## src/rtl/core/ipwd_pkg.sv

```systemverilog
// ----------------------------------------------------------------------------
// ipwd_pkg
// shared types and constants for the pulse width decoder
// ----------------------------------------------------------------------------
package ipwd_pkg;

  localparam int unsigned WidthW  = 16;
  localparam int unsigned KeyW    = 8;
  localparam int unsigned IdleW   = 4;
  localparam int unsigned BitsW   = 6;
  localparam int unsigned RepeatW = 8;
  localparam int unsigned OpW     = 2;
  localparam int unsigned CfgIdxW = 3;

  // idle tick limits, counter limits and repeat threshold
  localparam logic [IdleW-1:0]   IdleDropNoRepeat = IdleW'(3);
  localparam logic [IdleW-1:0]   IdleDropMax      = IdleW'(9);
  localparam logic [IdleW-1:0]   IdleTicksMax     = '1;
  localparam logic [BitsW-1:0]   BitsSeenMax      = '1;
  localparam logic [RepeatW-1:0] RepeatsMax       = '1;
  localparam logic [RepeatW-1:0] RepeatBitThresh  = RepeatW'(3);

  // window reset values, microseconds
  localparam logic [WidthW-1:0] ZeroMinRst   = WidthW'(300);
  localparam logic [WidthW-1:0] ZeroMaxRst   = WidthW'(800);
  localparam logic [WidthW-1:0] OneMinRst    = WidthW'(1400);
  localparam logic [WidthW-1:0] OneMaxRst    = WidthW'(1800);
  localparam logic [WidthW-1:0] RepeatMinRst = WidthW'(2100);
  localparam logic [WidthW-1:0] RepeatMaxRst = WidthW'(2500);
  localparam logic [WidthW-1:0] LeaderMinRst = WidthW'(4200);
  localparam logic [WidthW-1:0] LeaderMaxRst = WidthW'(4700);

  typedef enum logic [OpW-1:0] {
    OP_TICK = 2'd0,
    OP_RISE = 2'd1,
    OP_FALL = 2'd2
  } ipwd_op_e;

  typedef enum logic [CfgIdxW-1:0] {
    REG_ZERO_MIN   = 3'd0,
    REG_ZERO_MAX   = 3'd1,
    REG_ONE_MIN    = 3'd2,
    REG_ONE_MAX    = 3'd3,
    REG_REPEAT_MIN = 3'd4,
    REG_REPEAT_MAX = 3'd5,
    REG_LEADER_MIN = 3'd6,
    REG_LEADER_MAX = 3'd7
  } ipwd_reg_e;

  typedef struct packed {
    logic [WidthW-1:0] zero_min;
    logic [WidthW-1:0] zero_max;
    logic [WidthW-1:0] one_min;
    logic [WidthW-1:0] one_max;
    logic [WidthW-1:0] repeat_min;
    logic [WidthW-1:0] repeat_max;
    logic [WidthW-1:0] leader_min;
    logic [WidthW-1:0] leader_max;
  } ipwd_cfg_t;

  typedef struct packed {
    logic zero;
    logic one;
    logic rpt;
    logic leader;
  } ipwd_hit_t;

endpackage

```

## src/rtl/core/ipwd_window.sv

```systemverilog
// ----------------------------------------------------------------------------
// ipwd_window
// classifies a pulse width against the four windows, bounds exclusive
// ----------------------------------------------------------------------------
module ipwd_window import ipwd_pkg::*; (
  input  logic [WidthW-1:0] width_i,
  input  ipwd_cfg_t         cfg_i,
  output ipwd_hit_t         hit_o
);

  function automatic logic in_win(logic [WidthW-1:0] w, logic [WidthW-1:0] lo,
                                  logic [WidthW-1:0] hi);
    return (w > lo) && (w < hi);
  endfunction

  assign hit_o.zero   = in_win(width_i, cfg_i.zero_min, cfg_i.zero_max);
  assign hit_o.one    = in_win(width_i, cfg_i.one_min, cfg_i.one_max);
  assign hit_o.rpt    = in_win(width_i, cfg_i.repeat_min, cfg_i.repeat_max);
  assign hit_o.leader = in_win(width_i, cfg_i.leader_min, cfg_i.leader_max);

endmodule

```

## src/rtl/core/ir_pulse_width_decoder_top.sv

```systemverilog
// ----------------------------------------------------------------------------
// ir_pulse_width_decoder_top
// NEC style infrared frame decoder driven by edge and tick events
// ----------------------------------------------------------------------------
// Every request is one event: a timeout tick, a rising edge, or a falling
// edge with its measured pulse width in microseconds. The block takes one
// request per clock cycle while the input is not stalled; each request
// produces exactly one result: the window compare and state update run on
// the input register and load the result register once it is free. The
// result register sits between the two sides, so a new request is taken
// while an earlier result still waits, and the input only stalls once both
// registers are full and the output is stalled. A key code is flagged when
// the bit count steps onto CAPTURE_BITS. The eight window bounds are written
// through the configuration port; the user must write them only while the
// block is idle, and the block itself does not enforce this.
// ----------------------------------------------------------------------------
module ir_pulse_width_decoder_top import ipwd_pkg::*; #(
  parameter int unsigned CAPTURE_BITS = 24
) (
  input  logic               clk_i,
  input  logic               rst_ni,
  // request channel
  input  logic               in_valid_i,
  output logic               in_stall_o,
  input  logic [OpW-1:0]     operation_i,
  input  logic [WidthW-1:0]  pulse_width_i,
  // result channel
  output logic               out_valid_o,
  input  logic               out_stall_i,
  output logic               key_valid_o,
  output logic [KeyW-1:0]    key_code_o,
  output logic               frame_active_o,
  output logic [RepeatW-1:0] repeat_total_o,
  // configuration writes
  input  logic               cfg_we_i,
  input  logic [CfgIdxW-1:0] cfg_idx_i,
  input  logic [WidthW-1:0]  cfg_data_i
);

  // bit count at which the key code is captured
  localparam logic [BitsW-1:0] CaptureCnt = BitsW'(CAPTURE_BITS);

  // configuration registers
  ipwd_cfg_t cfg_q;

  always_ff @(posedge clk_i or negedge rst_ni) begin
    if (!rst_ni) begin
      cfg_q <= '{zero_min:   ZeroMinRst,   zero_max:   ZeroMaxRst,
                 one_min:    OneMinRst,    one_max:    OneMaxRst,
                 repeat_min: RepeatMinRst, repeat_max: RepeatMaxRst,
                 leader_min: LeaderMinRst, leader_max: LeaderMaxRst};
    end else if (cfg_we_i) begin
      unique case (cfg_idx_i)
        REG_ZERO_MIN:   cfg_q.zero_min   <= cfg_data_i;
        REG_ZERO_MAX:   cfg_q.zero_max   <= cfg_data_i;
        REG_ONE_MIN:    cfg_q.one_min    <= cfg_data_i;
        REG_ONE_MAX:    cfg_q.one_max    <= cfg_data_i;
        REG_REPEAT_MIN: cfg_q.repeat_min <= cfg_data_i;
        REG_REPEAT_MAX: cfg_q.repeat_max <= cfg_data_i;
        REG_LEADER_MIN: cfg_q.leader_min <= cfg_data_i;
        REG_LEADER_MAX: cfg_q.leader_max <= cfg_data_i;
        default: ;
      endcase
    end
  end

  // handshake: result register frees up when empty or being taken
  logic out_ready;
  logic s1_valid_q;
  logic s1_adv;

  assign out_ready  = !out_valid_o || !out_stall_i;
  assign in_stall_o = s1_valid_q && !out_ready;
  assign s1_adv     = s1_valid_q && out_ready;

  // input register
  logic [OpW-1:0]    op_q;
  logic [WidthW-1:0] width_q;

  always_ff @(posedge clk_i or negedge rst_ni) begin
    if (!rst_ni) begin
      s1_valid_q <= 1'b0;
    end else if (!in_stall_o) begin
      s1_valid_q <= in_valid_i;
    end
  end

  always_ff @(posedge clk_i) begin
    if (in_valid_i && !in_stall_o) begin
      op_q    <= operation_i;
      width_q <= pulse_width_i;
    end
  end

  // window classification of the registered width
  ipwd_hit_t hit;

  ipwd_window u_window (
    .width_i (width_q),
    .cfg_i   (cfg_q),
    .hit_o   (hit)
  );

  // decoder state
  logic               active_q,  active_d;
  logic               phase_q,   phase_d;
  logic [IdleW-1:0]   idle_q,    idle_d;
  logic [KeyW-1:0]    shift_q,   shift_d;
  logic [BitsW-1:0]   bits_q,    bits_d;
  logic [RepeatW-1:0] repeats_q, repeats_d;
  logic [KeyW-1:0]    held_q,    held_d;
  logic               capture;
  logic               count_bit;

  always_comb begin
    active_d  = active_q;
    phase_d   = phase_q;
    idle_d    = idle_q;
    shift_d   = shift_q;
    repeats_d = repeats_q;
    held_d    = held_q;
    count_bit = 1'b0;
    capture   = 1'b0;

    unique case (op_q)
      OP_TICK: begin
        if (active_q) begin
          // drop the frame after enough idle ticks
          if ((idle_q > IdleDropNoRepeat) &&
              ((repeats_q == '0) || (idle_q > IdleDropMax))) begin
            active_d = 1'b0;
          end
          if (idle_q != IdleTicksMax) begin
            idle_d = idle_q + IdleW'(1);
          end
        end
      end
      OP_RISE: begin
        if (!phase_q) begin
          phase_d = 1'b1;
          idle_d  = '0;
        end
      end
      OP_FALL: begin
        if (phase_q) begin
          phase_d = 1'b0;
          if (active_q) begin
            priority if (hit.zero) begin
              shift_d   = {shift_q[KeyW-2:0], 1'b0};
              count_bit = 1'b1;
            end else if (hit.one) begin
              shift_d   = {shift_q[KeyW-2:0], 1'b1};
              count_bit = 1'b1;
            end else if (hit.rpt) begin
              count_bit = (repeats_q > RepeatBitThresh);
              if (repeats_q != RepeatsMax) begin
                repeats_d = repeats_q + RepeatW'(1);
              end
            end else begin
              // width outside every window
            end
          end else if (hit.leader) begin
            active_d  = 1'b1;
            repeats_d = '0;
          end
        end
      end
      default: ;
    endcase

    // bit counter, saturating; a leader restarts it
    if (count_bit && (bits_q != BitsSeenMax)) begin
      bits_d  = bits_q + BitsW'(1);
      capture = ((bits_q + BitsW'(1)) == CaptureCnt);
    end else if (active_d && !active_q) begin
      bits_d  = '0;
    end else begin
      bits_d  = bits_q;
    end

    // key capture on the step onto the capture count
    if (capture) begin
      held_d  = shift_d;
      shift_d = '0;
    end
  end

  always_ff @(posedge clk_i or negedge rst_ni) begin
    if (!rst_ni) begin
      active_q  <= 1'b0;
      phase_q   <= 1'b0;
      idle_q    <= '0;
      shift_q   <= '0;
      bits_q    <= '0;
      repeats_q <= '0;
      held_q    <= '0;
    end else if (s1_adv) begin
      active_q  <= active_d;
      phase_q   <= phase_d;
      idle_q    <= idle_d;
      shift_q   <= shift_d;
      bits_q    <= bits_d;
      repeats_q <= repeats_d;
      held_q    <= held_d;
    end
  end

  // result register
  logic               out_valid_q;
  logic               key_valid_q;
  logic [KeyW-1:0]    key_code_q;
  logic               frame_active_q;
  logic [RepeatW-1:0] repeat_total_q;

  always_ff @(posedge clk_i or negedge rst_ni) begin
    if (!rst_ni) begin
      out_valid_q <= 1'b0;
    end else if (out_ready) begin
      out_valid_q <= s1_valid_q;
    end
  end

  always_ff @(posedge clk_i) begin
    if (s1_adv) begin
      key_valid_q    <= capture;
      key_code_q     <= held_d;
      frame_active_q <= active_d;
      repeat_total_q <= repeats_d;
    end
  end

  assign out_valid_o    = out_valid_q;
  assign key_valid_o    = key_valid_q;
  assign key_code_o     = key_code_q;
  assign frame_active_o = frame_active_q;
  assign repeat_total_o = repeat_total_q;

  // a flagged key matches the bit count and cleared shifter it left behind
  a_key_at_capture: assert property (@(posedge clk_i) disable iff (!rst_ni)
    out_valid_q && key_valid_q |-> (bits_q == CaptureCnt) && (shift_q == '0))
    else $error("key flagged without capture count");

  // the result register mirrors the state it was loaded with
  a_result_mirrors_state: assert property (@(posedge clk_i) disable iff (!rst_ni)
    out_valid_q |-> (frame_active_q == active_q) && (repeat_total_q == repeats_q)
                    && (key_code_q == held_q))
    else $error("result out of step with decoder state");

  // a new frame starts with cleared counters
  a_frame_start_clear: assert property (@(posedge clk_i) disable iff (!rst_ni)
    $rose(active_q) |-> (bits_q == '0) && (repeats_q == '0))
    else $error("frame started with stale counters");

  // a request held in the input register is not lost while blocked
  a_hold_when_blocked: assert property (@(posedge clk_i) disable iff (!rst_ni)
    s1_valid_q && !out_ready |=> s1_valid_q && $stable(op_q) && $stable(width_q))
    else $error("blocked request lost");

endmodule
```

## config.mk

```make
export PLATFORM = sky130hd
export DESIGN_NAME = ir_pulse_width_decoder_top
export DESIGN_NICKNAME = d
export VERILOG_FILES = /design/src/rtl/core/ipwd_pkg.sv /design/src/rtl/core/ipwd_window.sv /design/src/rtl/core/ir_pulse_width_decoder_top.sv
export SDC_FILE = /design/constraint.sdc
export NUM_CORES = 1
export LEC_CHECK = 0
export BUFFER_PORTS_ARGS = -buffer_cell sky130_fd_sc_hd__buf_2
export CAP_MARGIN = 20
export CORE_MARGIN = 5
export CORE_UTILIZATION = 42
export DETAILED_ROUTE_END_ITERATION = 8
export GPL_ROUTABILITY_DRIVEN = 0
export PLACE_DENSITY = 0.59
export SLEW_MARGIN = 10
export SYNTH_ARGS = -nofsm -noshare
export SYNTH_HDL_FRONTEND = slang
export SYNTH_SLANG_ARGS = --single-unit
```

## constraint.sdc

```tcl
create_clock -name clk_i -period 4 [get_ports clk_i]
set_clock_uncertainty 0.05 [all_clocks]
set_input_delay 0.4 -clock clk_i [delete_from_list [all_inputs] [get_ports clk_i]]
set_output_delay 0.4 -clock clk_i [all_outputs]
set_load 0.02 [all_outputs]
```

==> impl_summary.md <==
Final layout
The count of inserted antenna diode cells is 0. Of the cells placed in the final design, the portion with a size suffix greater than 1 is 21.5%. Cells fill 48.6% of the core in the end. The most common cell after layout, fill and taps aside is inv_1. The number of fill cells in the layout is 2455. The synthesis-to-finish area growth is 14.7%. The top cell types in the final layout, fill and taps aside, are inv_1 (136), ha_1 (134), dfrtp_1 (130), nand2_1 (100), o21ai_0 (96). The number of nets in the finished design is 1346.

Pwr
For this design the static power due to leakage is 5.98 nW. The worst supply voltage drop on vdd is 0.359 mV. The power per unit of standard cell area is 491 nW/µm².

Yosys
After technology mapping, the gate count stands at 1079. The count of synthesis-stage warnings from yosys is 0. The flop and latch count out of synthesis is 202. The portion of synthesized area spent on multiplexers is 9.41%. The synthesized netlist devotes 12.2% of its cell area to compound gates. Of the total synthesized cell area, the portion taken by XOR and XNOR cells is 0.232%. A synthesized cell averages 10.5 µm².

The number of flops mapped to enable cells by yosys is 36. After Yosys synthesis, and, or, nand and nor cells account for 11.1% of the synthesized area. The main combinational cell family by area after synthesis is adder cells. In this run the cell area of the synthesized design comes to 11300 µm². The post-synthesis cell type count is 60. The share of async-settable or async-resettable flops after synthesis is 82.2%.

For this run, the register share of the synthesized area comes to 46.7%. After Yosys synthesis, full adders, half adders and majority gates account for 14.8% of the synthesized area. The most used flip-flop cell after synthesis is dfrtp_1. The net count of the mapped netlist is 1255.

Clock tree
After clock tree synthesis, the clock-pin slew on the worst setup and hold paths is 0.06 ns. The total of cells resized after clock tree synthesis is 0. TritonCTS built the clock tree. Clock latency on the worst-skew pair, taken at its later pin, is 0.52 ns. The clock passes through at most 3 buffers. The tree built by TritonCTS fans out to 202 sinks. The number of clock buffers added by TritonCTS is 24. The H-tree depth reported by CTS is 1. In this run, post-CTS hold repair placed 7 buffers. The cell sitting at the root of the clock tree is a clkbuf_16. The setup fix buffers added after clock tree synthesis is 0.

Drt
The detailed router's first-iteration violation count is 439. The average wire per cell in the routed design is 18.0 µm. The number of detailed-routing iterations run before antenna repair is 5.

Summed over all layers, the routed wires come to 27500 µm. The count of nets left with antenna violations after detail routing is 0. In the routed design, unresolved DRC markers number 0. In the routed layout, each cell is associated on average with a via count of 5.31.

The total number of vias is 8124.

Min path
In this run the most critical hold path is launched from pulse_width_i[5]. The worst hold path belongs to the class input pin to flop. Along the worst hold path, the cell count comes to 1.

The worst hold endpoint is width_q[5].

Global route
The total congestion overflow after global routing is 0. The overall fraction of global-route tracks in use is 18.1%. The wire length of the first global-routing pass is 44200 µm. The maximum number of pins on one net before global-route repair is 93. The initial antenna violation count was 0. The via count of the first global-routing pass came to 8175.

STA
The number of hold-slack violations in the final timing report is 0. The clock period minus final worst setup slack is 3.76 ns. Static timing analysis puts the maximum clock frequency at 266 MHz. Setup repair after global routing left no endpoint under its margin. Hold timing on the final database bottoms out at a slack of 0.0234 ns. The final setup violation count is 0. The setup TNS is 0 ns.

The worst slew slack as a fraction of its limit is 26.1%. For the pin with the worst max-slew slack, the measured transition is 1.11 ns. The number of max-slew violations in the final report is 0.

Dividing the final minimum period by the clock period gives 93.9%.

Worst setup path
The worst-case register-to-register setup slack is 0.24 ns. Along the worst path, the maximum fanout reaches 8. The worst reg2reg path startpoint is width_q[14]. The slowest cell on the critical path is nor4_1. The worst setup path category is flop to flop. Counting both buffers and inverters, the worst setup path holds a total of 2.

The length in cells of the worst reg-to-reg path is 11. At the worst endpoint, the required time is 4.35 ns. Traced cell by cell, the critical path runs through buf_4 > ha_1 > nand4_1 > nor4_1 > a21boi_0 > or3b_2 > nand3_1 > buf_4 > a311oi_4 > and2_1 > mux2_1.

The most numerous cell type found on the critical path is buf_4. The kind of cell adding the most delay to the critical path is simple AND/OR/NAND/NOR gates. The largest single stage delay on the critical path is 0.53 ns. The destination of the worst register-to-register timing path is held_q[3]. STA puts the critical path data arrival time at 4.10 ns. The startpoint class of the critical path is a flop. STA classifies the critical path endpoint as a flop.

Placement
Port buffering added 61 buffers. The placed wire-length estimate is 20300 µm.

Die
The core region area is 26700 µm². In this run the vertical extent of the chip is 174 µm. The area of the die is 30300 µm². Once the floorplan was initialized, standard cells occupied 42.3% of the core.

The number of standard-cell rows in the floorplan is 60. For this design the top-level I/O count stands at 62. The die width is 174 µm.

Run status
The run finished with clean final reports.

Job
Across the run, the number of max-cap violations was 0.
## stage by stage
stage	cells	area [µm²]	worst slack [ns]	power, mW
2_1_floorplan	1079	11300	0.629	3.77
3_3_place_gp	1478	12100	0.210	4.25
4_1_cts	1529	13000	0.218	6.44
3_5_place_dp	1478	12100	0.214	4.29
6_report	1529	13000	0.244	6.37
5_1_grt	1529	13000	0.0958	6.79
## synth_stat cells (7+ instances only)
master | number | area, µm²
a22o_1 | 8 | 70.1
o21ai_0 | 96 | 480
nand2b_1 | 7 | 43.8
nand4_1 | 25 | 156
o211ai_1 | 14 | 105
clkbuf_1 | 26 | 97.6
dfrtp_1 | 130 | 3250
dfstp_2 | 36 | 946
edfxtp_1 | 36 | 1080
nand3_1 | 30 | 150
mux2_1 | 7 | 78.8
nor2_1 | 35 | 131
nand2_1 | 100 | 375
nor3_1 | 15 | 75.1
a21o_1 | 13 | 97.6
mux2_2 | 84 | 946
a21oi_1 | 50 | 250
inv_1 | 136 | 510
ha_1 | 134 | 1680
## flip-flops by register name, indices dropped and copies added, names as in the netlist
register        count
active_q            1
bits_q              6
cfg_q             128
frame_active_o      1
held_q              8
idle_q              4
key_code_o          8
key_valid_o         1
op_q                2
out_valid_o         1
phase_q             1
repeat_total_o      8
repeats_q           8
s1_valid_q          1
shift_q             8
width_q            16
## worst max-delay path by stage
stage | startpoint | end | slack [ns] | cells past startpoint
4_1_cts | width_q[14] | held_q[4] | 0.22 | 11
6_report | width_q[14] | held_q[3] | 0.24 | 11
3_5_place_dp | width_q[9] | held_q[3] | 0.21 | 11
3_3_place_gp | width_q[1] | held_q[4] | 0.21 | 8
5_1_grt | width_q[1] | held_q[1] | 0.1 | 11
2_1_floorplan | width_q[14] | key_code_o[2] | 0.63 | 10
## routing by layer
layer / wire length [µm] / GRT usage, % / part of all wire (%)
met5: 0 / 0 / 0
met4: 416 / 3.79 / 1.5
met3: 1180 / 2.85 / 4.3
met2: 13400 / 31.7 / 49
met1: 12500 / 23.8 / 45
## layout make-up
class	instances	area (µm²)	area share, %
Clock buffer	34	659	5.08
Timing Repair Buffer	94	577	4.44
Sequential cell	202	5280	40.7
Multi-Input combinational cell	711	5420	41.8
Tap cell	341	427	3.29
Inverter	137	514	3.96
Clock inverter	10	101	0.781
## cells by family after synthesis
family	count (synthesis)
AOI/OAI and AO/OA	223
and+or+nand+nor	256
xor gates and xnor gates	3
DFF	202
muxes	95
buffers and inverters	166
adders and majority gates	134
## where the power goes
group | switching (mW) | internal [mW]
logic | 0.893 | 0.637
clock network | 0.844 | 1.27
registers | 0.206 | 2.51
No activity file was read; power rests on OpenSTA's default activity.
